`src/hw/rtl/tdph_pkg.sv`:
```
// Shared constants, command/status types and the child search for the tree walker.
package tdph_pkg;

  localparam int MAX_NODES  = 32;
  localparam int NODE_COUNT = 32;
  localparam int NODE_W     = 5;
  localparam int CH_W       = 6;
  localparam int HGT_W      = 6;
  localparam int CNT_W      = 6;
  localparam int SP_W       = $clog2(MAX_NODES + 1);
  localparam int STK_AW     = $clog2(MAX_NODES);

  localparam logic OP_EDGE = 1'b0;
  localparam logic OP_WALK = 1'b1;

  // Controller to datapath
  typedef struct packed {
    logic load_edge;
    logic start;
    logic pop;
    logic cut;
    logic push;
    logic finish;
  } tdph_cmd_t;

  // Datapath to controller
  typedef struct packed {
    logic found;
    logic cut_now;
    logic pop_last;
    logic slot_free;
  } tdph_stat_t;

  // Lowest set bit of row at or above from; NODE_COUNT when none
  function automatic logic [CH_W-1:0] first_set(input logic [NODE_COUNT-1:0] row,
                                                input logic [CH_W-1:0] from);
    logic [CH_W-1:0] res;
    res = CH_W'(NODE_COUNT);
    for (int i = NODE_COUNT - 1; i >= 0; i--) begin
      if (row[i] && (CH_W'(i) >= from)) begin
        res = CH_W'(i);
      end
    end
    return res;
  endfunction

endpackage

```
`src/hw/rtl/tree_dfs_preorder_and_height.sv`:
```
// Top level of the tree walker: stream ports, register port, controller and datapath.
// An edge request is written to the adjacency matrix straight from idle. A walk request takes a
// start step, one step per stack push or pop, and a final result step; the datapath does a
// single stack step per cycle, but a push or the result waits while the output register is full.
// One request at a time; output back-pressure stalls the walk. Reset (rst_n, synchronous,
// active low) clears the adjacency matrix, the stack pointer and the output valid; root = 1.
module tree_dfs_preorder_and_height
  import tdph_pkg::*;
(
  input  logic        clk,
  input  logic        rst_n,
  // Input requests
  input  logic        in_tvalid,
  output logic        in_tready,
  input  logic [15:0] in_tdata,   // [4:0] parent, [9:5] child, rest zero
  input  logic [0:0]  in_tuser,   // [0] op (0 add edge, 1 walk)
  // Visited nodes
  output logic        out_tvalid,
  input  logic        out_tready,
  output logic [15:0] out_tdata,  // [4:0] node, [10:5] height, rest zero
  output logic        out_tlast,
  output logic [0:0]  out_tuser,  // [0] overflow
  // Register port
  input  logic        cfg_psel,
  input  logic        cfg_penable,
  input  logic        cfg_pwrite,
  input  logic [2:0]  cfg_paddr,
  input  logic [31:0] cfg_pwdata,
  output logic [31:0] cfg_prdata,
  output logic        cfg_pready
);

  localparam logic REG_ROOT = 1'b0;

  logic [NODE_W-1:0] root_r;
  tdph_cmd_t         cmd;
  tdph_stat_t        stat;
  logic [NODE_W-1:0] node;
  logic [HGT_W-1:0]  height;
  logic              ovf;

  assign cfg_pready = 1'b1;

  // Root register; only word 0 is decoded, other words read as zero
  always_ff @(posedge clk) begin
    if (!rst_n) begin
      root_r <= NODE_W'(1);
    end else if (cfg_psel && cfg_penable && cfg_pwrite && cfg_pready &&
                 (cfg_paddr[2] == REG_ROOT)) begin
      root_r <= cfg_pwdata[NODE_W-1:0];
    end
  end

  assign cfg_prdata = (cfg_paddr[2] == REG_ROOT) ? {{(32-NODE_W){1'b0}}, root_r} : '0;

  tdph_ctrl u_ctrl (
    .clk       (clk),
    .rst_n     (rst_n),
    .in_tvalid (in_tvalid),
    .in_tready (in_tready),
    .in_op     (in_tuser[0]),
    .stat      (stat),
    .cmd       (cmd)
  );

  tdph_dp u_dp (
    .clk         (clk),
    .rst_n       (rst_n),
    .cmd         (cmd),
    .stat        (stat),
    .root        (root_r),
    .edge_parent (in_tdata[4:0]),
    .edge_child  (in_tdata[9:5]),
    .out_tready  (out_tready),
    .out_tvalid  (out_tvalid),
    .out_node    (node),
    .out_height  (height),
    .out_last    (out_tlast),
    .out_ovf     (ovf)
  );

  // Pack the result fields, lowest field first
  assign out_tdata = {5'b0, height, node};
  assign out_tuser = ovf;

endmodule

```
`src/hw/rtl/tdph_ctrl.sv`:
```
// Controller state machine for the tree walker: sequences edge writes, stack steps and the final result.
module tdph_ctrl
  import tdph_pkg::*;
(
  input  logic       clk,
  input  logic       rst_n,
  input  logic       in_tvalid,
  output logic       in_tready,
  input  logic       in_op,
  input  tdph_stat_t stat,
  output tdph_cmd_t  cmd
);

  localparam logic [1:0] S_IDLE = 2'd0;
  localparam logic [1:0] S_STEP = 2'd1;
  localparam logic [1:0] S_FIN  = 2'd2;

  logic [1:0] state_r, state_nxt;

  assign in_tready = (state_r == S_IDLE);

  always_comb begin
    state_nxt = state_r;
    cmd       = '0;
    unique case (state_r)
      S_IDLE: begin
        if (in_tvalid) begin
          if (in_op == OP_WALK) begin
            cmd.start = 1'b1;
            state_nxt = S_STEP;
          end else begin
            cmd.load_edge = 1'b1;
          end
        end
      end
      S_STEP: begin
        priority if (!stat.found) begin
          cmd.pop = 1'b1;
          if (stat.pop_last) begin
            state_nxt = S_FIN;
          end
        end else if (stat.cut_now) begin
          cmd.cut   = 1'b1;
          state_nxt = S_FIN;
        end else if (stat.slot_free) begin
          cmd.push = 1'b1;
        end else begin
          // hold the step until the output register frees
          state_nxt = S_STEP;
        end
      end
      S_FIN: begin
        if (stat.slot_free) begin
          cmd.finish = 1'b1;
          state_nxt  = S_IDLE;
        end
      end
      default: begin
        state_nxt = S_IDLE;
      end
    endcase
  end

  always_ff @(posedge clk) begin
    if (!rst_n) begin
      state_r <= S_IDLE;
    end else begin
      state_r <= state_nxt;
    end
  end

endmodule

```
`src/hw/rtl/tdph_dp.sv`:
```
// Datapath for the tree walker: adjacency matrix, walk stack, pending result and output register.
module tdph_dp
  import tdph_pkg::*;
(
  input  logic              clk,
  input  logic              rst_n,
  input  tdph_cmd_t         cmd,
  output tdph_stat_t        stat,
  input  logic [NODE_W-1:0] root,
  input  logic [NODE_W-1:0] edge_parent,
  input  logic [NODE_W-1:0] edge_child,
  input  logic              out_tready,
  output logic              out_tvalid,
  output logic [NODE_W-1:0] out_node,
  output logic [HGT_W-1:0]  out_height,
  output logic              out_last,
  output logic              out_ovf
);

  logic [NODE_COUNT-1:0] adj_r [NODE_COUNT];
  logic [NODE_W-1:0]     stk_node_r [MAX_NODES];
  logic [CH_W-1:0]       stk_nc_r [MAX_NODES];
  logic [SP_W-1:0]       sp_r;
  logic [SP_W-1:0]       depth_r;
  logic [CNT_W-1:0]      count_r;
  logic                  cut_r;
  logic [NODE_W-1:0]     pend_r;
  logic                  out_valid_r;
  logic [NODE_W-1:0]     out_node_r;
  logic [HGT_W-1:0]      out_height_r;
  logic                  out_last_r;
  logic                  out_ovf_r;

  logic [SP_W-1:0]       sp_dec;
  logic [SP_W-1:0]       sp_inc;
  logic [STK_AW-1:0]     top_idx;
  logic [STK_AW-1:0]     push_idx;
  logic [NODE_W-1:0]     top_node;
  logic [CH_W-1:0]       srch;
  logic [NODE_W-1:0]     next_child;
  logic [CH_W-1:0]       next_from;

  assign sp_dec     = sp_r - SP_W'(1);
  assign sp_inc     = sp_r + SP_W'(1);
  assign top_idx    = sp_dec[STK_AW-1:0];
  assign push_idx   = sp_r[STK_AW-1:0];
  assign top_node   = stk_node_r[top_idx];
  assign srch       = first_set(adj_r[top_node], stk_nc_r[top_idx]);
  assign next_child = srch[NODE_W-1:0];
  assign next_from  = srch + CH_W'(1);

  assign stat.found     = (srch != CH_W'(NODE_COUNT));
  assign stat.cut_now   = (count_r >= CNT_W'(NODE_COUNT)) || (sp_r >= SP_W'(MAX_NODES));
  assign stat.pop_last  = (sp_r == SP_W'(1));
  assign stat.slot_free = !out_valid_r || out_tready;

  // Adjacency matrix, cleared at reset
  always_ff @(posedge clk) begin
    if (!rst_n) begin
      for (int i = 0; i < NODE_COUNT; i++) begin
        adj_r[i] <= '0;
      end
    end else if (cmd.load_edge) begin
      adj_r[edge_parent][edge_child] <= 1'b1;
    end
  end

  // Walk stack entries
  always_ff @(posedge clk) begin
    if (cmd.start) begin
      stk_node_r[0] <= root;
      stk_nc_r[0]   <= '0;
    end
    if (cmd.pop) begin
      stk_nc_r[top_idx] <= CH_W'(NODE_COUNT);
    end
    if (cmd.cut) begin
      stk_nc_r[top_idx] <= next_from;
    end
    if (cmd.push) begin
      stk_nc_r[top_idx]    <= next_from;
      stk_node_r[push_idx] <= next_child;
      stk_nc_r[push_idx]   <= '0;
    end
  end

  // Walk control counters
  always_ff @(posedge clk) begin
    if (!rst_n) begin
      sp_r    <= '0;
      depth_r <= '0;
      count_r <= '0;
      cut_r   <= 1'b0;
    end else begin
      if (cmd.start) begin
        sp_r    <= SP_W'(1);
        depth_r <= SP_W'(1);
        count_r <= CNT_W'(1);
        cut_r   <= 1'b0;
      end
      if (cmd.pop) begin
        sp_r <= sp_dec;
      end
      if (cmd.cut) begin
        cut_r <= 1'b1;
      end
      if (cmd.push) begin
        sp_r    <= sp_inc;
        count_r <= count_r + CNT_W'(1);
        if (sp_inc > depth_r) begin
          depth_r <= sp_inc;
        end
      end
      if (cmd.finish) begin
        sp_r <= '0;
      end
    end
  end

  // Pending result: held until the next visit or the end of the walk
  always_ff @(posedge clk) begin
    if (cmd.start) begin
      pend_r <= root;
    end else if (cmd.push) begin
      pend_r <= next_child;
    end
  end

  always_ff @(posedge clk) begin
    if (!rst_n) begin
      out_valid_r <= 1'b0;
    end else if (cmd.push || cmd.finish) begin
      out_valid_r <= 1'b1;
    end else if (out_tready) begin
      out_valid_r <= 1'b0;
    end
  end

  always_ff @(posedge clk) begin
    if (cmd.push) begin
      out_node_r   <= pend_r;
      out_height_r <= '0;
      out_last_r   <= 1'b0;
      out_ovf_r    <= 1'b0;
    end else if (cmd.finish) begin
      out_node_r   <= pend_r;
      out_height_r <= HGT_W'(depth_r);
      out_last_r   <= 1'b1;
      out_ovf_r    <= cut_r;
    end
  end

  assign out_tvalid = out_valid_r;
  assign out_node   = out_node_r;
  assign out_height = out_height_r;
  assign out_last   = out_last_r;
  assign out_ovf    = out_ovf_r;

endmodule
```
`config.mk`:
```
export PLATFORM = sky130hd
export DESIGN_NAME = tree_dfs_preorder_and_height
export DESIGN_NICKNAME = d
export VERILOG_FILES = /design/src/hw/rtl/tdph_pkg.sv /design/src/hw/rtl/tree_dfs_preorder_and_height.sv /design/src/hw/rtl/tdph_ctrl.sv /design/src/hw/rtl/tdph_dp.sv
export SDC_FILE = /design/constraint.sdc
export NUM_CORES = 2
export LEC_CHECK = 0
export BUFFER_PORTS_ARGS = -buffer_cell sky130_fd_sc_hd__buf_2
export CAP_MARGIN = 20
export CELL_PAD_IN_SITES_DETAIL_PLACEMENT = 0
export CELL_PAD_IN_SITES_GLOBAL_PLACEMENT = 1
export CORE_MARGIN = 8
export CORE_UTILIZATION = 25
export CTS_BUF_LIST = sky130_fd_sc_hd__clkbuf_8
export DETAILED_ROUTE_END_ITERATION = 10
export PLACE_DENSITY = 0.46
export SETUP_SLACK_MARGIN = 0.02
export SLEW_MARGIN = 10
export SYNTH_ARGS = -nofsm -noshare
export SYNTH_HDL_FRONTEND = slang
export SYNTH_SLANG_ARGS = --single-unit
```
`constraint.sdc`:
```
create_clock -name clk -period 12.4 [get_ports clk]
set_input_delay 1.86 -clock clk [delete_from_list [all_inputs] [get_ports clk]]
set_output_delay 1.86 -clock clk [all_outputs]
set_load 0.02 [all_outputs]
```
Word-level counts from Yosys, hierarchy flattened. Memory sizes are Yosys's and may differ from the RTL's. Index checks and enable logic that the tools add are counted.

Register bits after elaboration: 45. Bits in writable memories: 1376. Input port bits: 59. Output and inout port bits: 53. Logic and storage cells: 212. Memories kept: 3.

Memories: u_dp.adj_r (words 32, bits a word 32, read ports 1, clocked after memory_dff 0, write ports 32, RTL line tdph_dp.sv:20) `logic [NODE_COUNT-1:0] adj_r [NODE_COUNT];`; u_dp.stk_nc_r (words 32, bits a word 6, read ports 1, clocked after memory_dff 0, write ports 2, RTL line tdph_dp.sv:22) `logic [CH_W-1:0] stk_nc_r [MAX_NODES];`; u_dp.stk_node_r (words 32, bits a word 5, read ports 1, clocked after memory_dff 0, write ports 1, RTL line tdph_dp.sv:21) `logic [NODE_W-1:0] stk_node_r [MAX_NODES];`.

Add/sub/neg operators: 4. Order comparisons: 37. Eq/ne operators: 9. Mux-type cells: 92. Bitwise gates (word level): 4. Reduce and logical (&&, ||, !) cells: 51.

Operator list (number): two-way mux 6 bit (42); >= comparator 5 x 6 -> 1 bit, first input constant (16); two-way mux 32 bit (3); >= comparator 4 x 6 -> 1 bit, first input constant (8); two-way mux 5 bit (9); logical AND 1 bit (36); OR reduction 32 bit (1); two-way mux 1 bit (25); >= comparator 3 x 6 -> 1 bit, first input constant (4); two-way mux 2 bit (10); adder 6 x 1 -> 6 bit, second input constant (3); >= comparator 1 x 6 -> 1 bit, first input constant (2); >= comparator 2 x 6 -> 1 bit, first input constant (2); >= comparator 6 bit, second input constant (2); nonzero test 2 bit (4); equality test 6 x 1 -> 1 bit, second input constant (1); > comparator 6 bit (1); < comparator 5 x 6 -> 1 bit, second input constant (1); inequality test 6 bit, second input constant (1); case mux 2 bit (3 select lines) (1); OR reduction 6 bit (1); subtractor 6 x 1 -> 6 bit, second input constant (1); demux 1 bit (select 5 bit) (1); >= comparator 5 x 1 -> 1 bit, second input constant (1); 16 further kinds (21).

Longest topological paths before layout. An unclocked memory read counts as a cell.

Word-level depth: 45. Depth in mapped cells: 40. Mapped depth without buffers: 25.

Hierarchy. A second synthesis with hierarchy kept.

Cells, all modules: 6985. Area total of the unflattened synthesis: 60027.6 sq um.

By module, submodules not included: tdph_dp (times used 1, cells an instance 6905, area each 59359.4 sq um, sequential area each 30008.8 sq um); tree_dfs_preorder_and_height (times used 1, cells an instance 63, area each 516.7 sq um, sequential area each 100.1 sq um); tdph_ctrl (times used 1, cells an instance 17, area each 151.4 sq um, sequential area each 40.0 sq um).

Least setup slack after synthesis. Ideal clock, no wire load.

Path kind: reg-to-reg. From: reg u_dp.sp_r[0]. To: mem u_dp.stk_node_r[0][0], data pin. Library setup time: 0.454 ns. Arrival time: 8.529 ns. Required time: 11.946 ns. Path slack: 3.417 ns. Stages on the path, launching flop included: 33. Path buffers: 12. Period minus slack after synthesis: 8.983 ns. Cell sequence: dfxtp_1 buf_2 buf_6 buf_6 buf_4 buf_2 inv_2 ha_1 buf_2 buf_2 buf_1 clkbuf_1 mux4_2 mux4_2 mux2_2 o21bai_2 buf_2 a21oi_1 o211ai_1 nor4_1 a221oi_1 o21a_1 o21ai_1 a21o_1 a21oi_1 nor3b_1 inv_1 ha_1 a311oi_1 buf_2 nand2_1 clkbuf_1 o21ai_0.

Word-level cells in the longest chain between the ends: 43. Elaborated cells on any way between the ends: 110. Classes of those cells: add/sub (1); order compare (33); eq/ne (1); mux (38); reduce/logical (34); memory (3).

Ends and longest elaborated chain: start: declaration (RTL line tdph_dp.sv:23) `logic [SP_W-1:0] sp_r;`; start signal: assignment (RTL line tdph_dp.sv:102) `sp_r <= sp_dec;`; start signal: assignment (RTL line tdph_dp.sv:108) `sp_r <= sp_inc;`; subtractor 6 x 1 -> 6 bit (RTL line tdph_dp.sv:43) `assign sp_dec = sp_r - SP_W'(1);`; memory (32 x 5 bit) or memory (32 x 6 bit) (tied branches); memory (32 x 32 bit) or >= comparator 5 x 6 -> 1 bit (tied branches); logical AND 1 bit (RTL line tdph_pkg.sv:40) `if (row[i] && (CH_W'(i) >= from)) begin`; two-way mux 6 bit (32 in series) (RTL line tdph_pkg.sv:40); inequality test 6 bit (RTL line tdph_dp.sv:52) `assign stat.found = (srch != CH_W'(NODE_COUNT));`; two-way mux 2 bit (RTL line tdph_ctrl.sv:37) `priority if (!stat.found) begin`; two-way mux 3 bit (RTL line tdph_ctrl.sv:25) `unique case (state_r)`; two-way mux 1 bit (RTL line tdph_dp.sv:80) `if (cmd.push) begin`; two-way mux 1 bit (not written as such) (RTL line tdph_dp.sv:82) `stk_node_r[push_idx] <= next_child;`; OR reduction 5 bit (no line); two-way mux 5 bit (no line) *; end: declaration (RTL line tdph_dp.sv:21).

Every way passes the cells marked *; elsewhere a longest branch is shown, timed or not.

Worst setup path in the final report.
From: reg u_dp.sp_r[0]. To: mem u_dp.stk_node_r[7][1], enable pin.

Word-level cells in the longest chain between the ends: 43. Elaborated cells on any way between the ends: 111. Classes of those cells: add/sub (1); order compare (33); eq/ne (1); mux (39); reduce/logical (34); memory (3).

Ends and longest elaborated chain (RTL line): subtractor 6 x 1 -> 6 bit (tdph_dp.sv:43); memory (32 x 5 bit) or memory (32 x 6 bit) (tied branches); memory (32 x 32 bit) or >= comparator 5 x 6 -> 1 bit (tied branches); logical AND 1 bit (tdph_pkg.sv:40); two-way mux 6 bit (32 in series) (tdph_pkg.sv:40); inequality test 6 bit (tdph_dp.sv:52); two-way mux 2 bit (tdph_ctrl.sv:37); two-way mux 3 bit (tdph_ctrl.sv:25); two-way mux 1 bit (tdph_dp.sv:80); two-way mux 1 bit (not written as such) (tdph_dp.sv:82); OR reduction 5 bit (no line); two-way mux 5 bit (no line) or two-way mux 1 bit (tied branches).

Parallel ways exist; a longest one is shown, timed or not.

==> impl_metrics.tcl <==
set metrics [dict create \
    outcome "completed" \
    clk_latency_ns 1.04 \
    async_reset_ff_share_pct 0 \
    r2r_start "u_dp.sp_r[0]" \
    whs_ns 0.425 \
    syn_to_final_growth_pct 14.9 \
    min_to "u_dp.out_node[3]" \
    slew_headroom_pct 10.7 \
    synth_edf_count 170 \
    arrival_ns 11.16 \
    grt_pass1_wl_um 369000 \
    required_ns 13.04 \
    clock-sinks 1421 \
    synth_compound_area_share_pct 20.3 \
    nets 6413 \
    multi_input_area_mm2 0.0279 \
    slew_violations 0 \
    wl_um 257000 \
    first_pass_iters 6 \
    seq_area_frac_synth_pct 49.9 \
    die_y_um 508 \
    reg2reg_setup_slack_ns 1.88 \
    yosysTopAreaCellShare_pct 41.4 \
    antenna_found_initial 26 \
    critPathLaunchType "register" \
    critPathMaxStageDelay_ns 1.20 \
    start_util_pct 25.1 \
    hold_violations 0 \
    synth_top_family_by_area "compound AO/OA/AOI/OAI gates" \
    ys_seq_elements 1421 \
    hold_start "u_dp.pend_r[3]" \
    clk_path_buf_depth 4 \
    clockRootBuffer "clkbuf_8" \
    dieArea_mm2 0.258 \
    postCtsHoldBufs 0 \
    fin_area_mm2 0.0695 \
    rsz0062_at_grt "no" \
    place_area_mm2 0.0640 \
    synth.distinct_cells 96 \
    seq_area_mm2 0.0302 \
    avgSynthCellArea_um2 9.43 \
    drt_iter0_markers 4329 \
    finalClockSkew_ns 0.0626 \
    finalCritPeriodShare_pct 84.8 \
    grt_max_degree 175 \
    cts.repair.resized 0 \
    yosys-top-cells-area "dfxtp_1 (41%), edfxtp_1 (8.4%), nand2_1 (8.1%), a22o_1 (7.4%), o21ai_0 (4.7%)" \
    synth_common_cells "nand2_1 (1,303), dfxtp_1 (1,251), o21ai_0 (569)" \
    post_cts_buffers 0 \
    place.gp.congestion 0.772 \
    max_freq_ghz 0.0950 \
    synthFlopType "dfxtp_1" \
    met3_usage_pct 3.06 \
    rows 180 \
    worst-path-max-fanout 42 \
    syn_inst 6405 \
    syn_area_mm2 0.0604 \
    critPathKind "reg2reg" \
    tightest_slew_ns 1.33 \
    layoutNonFillerInstCount 9719 \
    whs_path_depth 0 \
    yosysMostFrequentCell "nand2_1" \
    cp_slowest_cell "nor4_1" \
    pin_count 112 \
    gr-usage-all-layers_pct 19.3 \
    io_buffers 43 \
    dp_hpwl_um 152000 \
    min_path_type "reg2reg" \
    num_vias 50300 \
    end_kind "register" \
    drc 0 \
    routed_via_density 5.18 \
    drtAntennaViolNets 0 \
    coreArea_mm2 0.241 \
    synth_xor_area_share_pct 0.145 \
    cts_inserted_buffers 288 \
    r2r_cells 27 \
    use_met1_pct 27.0 \
    muxShareOfSynthArea_pct 8.95 \
    grt_most_used_layer "met2" \
    drive_gt1_share_pct 13.3 \
    cpMostUsedCell "buf_4" \
    reg2reg_to "u_dp.stk_node_r[7][1]" \
    setup_viol 0 \
    yosys.area_share.adder_pct 0.311 \
    setup_tns_ns 0 \
    grt-ovfl-total 0 \
    die_w_um 508 \
    place_inst 9230 \
    cts.clk_slew.worst_paths_ns 0.06 \
    ys_warn_count 0 \
    synth_top_cell_by_area "dfxtp_1" \
    min_period_ns 10.52 \
    met2_usage_pct 30.8 \
    cts_tree "built" \
    cts.htree.levels 5 \
    wire_per_inst_um 26.5 \
    cap_violations 0 \
    grt_pass1_vias 48800 \
    nFillCells 25500 \
    synth-simple-area-share_pct 15.6 \
]
layout by cell type, fill, tap and decap left out, drive strengths merged, types with 10 or more instances in the layout:
cell type and instances:
a32oi 28, mux2 21, a211oi 130, a41oi 43
and3 12, nor4 10, mux4 107, conb 33
nor3 54, ha 15, dfxtp 1251, nand3b 15
o21ai 595, a22oi 13, clkbuf 352, mux2i 276
and2 20, nor2b 29, nand4 49, a22o 513
o22ai 29, o21a 12, a21boi 10, buf 219
nand2b 32, nand3 276, a21oi 124, a311oi 73
nor3b 10, nor2 312, o211ai 22, edfxtp 170
clkinv 24, o41a 35, inv 153, nand2 1304
a31oi 15
final cells by class:
type | count | share of cell area, %
flip-flops and latches | 1421 | 43.4
multi-input cells | 4351 | 40.2
clock buffers | 352 | 6.98
well taps | 3185 | 5.74
repair buffers | 219 | 2.49
clock inverters | 126 | 0.798
inverters | 58 | 0.313
diodes | 7 | 0.0252
worst max-delay path by stage:
stage	slack, ns	startpoint	endpoint	cells past startpoint
2_1_floorplan	3.42	u_dp.sp_r[0]	u_dp.stk_node_r[0][0]	32
3_3_place_gp	2.09	u_dp.sp_r[0]	u_dp.stk_node_r[7][1]	27
3_5_place_dp	2.01	u_dp.sp_r[0]	u_dp.stk_node_r[14][1]	27
4_1_cts	1.94	u_dp.sp_r[0]	u_dp.stk_node_r[14][0]	27
5_1_grt	1.47	u_dp.sp_r[0]	u_dp.stk_node_r[15][0]	24
6_report	1.88	u_dp.sp_r[0]	u_dp.stk_node_r[7][1]	27
kinds of logic after synthesis:
kind of cell	Yosys count
and+or+nand+nor	2160
muxes	404
other	2
DFF	1421
adders and majority gates	15
AOI/OAI and AO/OA	1729
xor gates and xnor gates	10
buffers and inverters	664
registers in the layout, indices dropped and copies added (netlist names):
register,count
u_dp.adj_r,1024
u_dp.out_node,5
u_dp.out_height,6
u_dp.out_last,1
u_dp.out_tvalid,1
root_r,5
u_dp.count_r,6
u_dp.sp_r,6
u_dp.pend_r,5
u_ctrl.state_r,2
u_dp.stk_node_r,160
u_dp.depth_r,6
u_dp.cut_r,1
u_dp.out_ovf,1
u_dp.stk_nc_r,192
metal layers:
metal  up-vias  share of wire (%)
met3       366                5.7
met5         -                  0
li1      23000                  -
met1     25300                 46
met4         0                2.5
met2      1623                 46
through the flow:
| step | worst slack (ns) | utilization (%) |
|---|---|---|
| after floorplan | 3.42 | - |
| after CTS | 1.94 | 28.8 |
| final | 1.88 | 28.9 |
| after global routing | 1.47 | 28.9 |
| after global placement | 2.09 | 26.6 |
| after detailed placement | 2.01 | 26.6 |
worst max-delay path: cells and delay by family, from the launching register on:
family                     cells  cell delay, ns
buffers and inverters          7            2.33
DFF                            1            0.89
xor gates and xnor gates       1            0.69
AOI/OAI and AO/OA              9            1.83
and+or+nand+nor                8            3.60
adders and majority gates      2            0.65
Power is left out: the tool's default activity adds up to more than one toggle a clock period on the data nets, which glitch-free logic cannot reach.
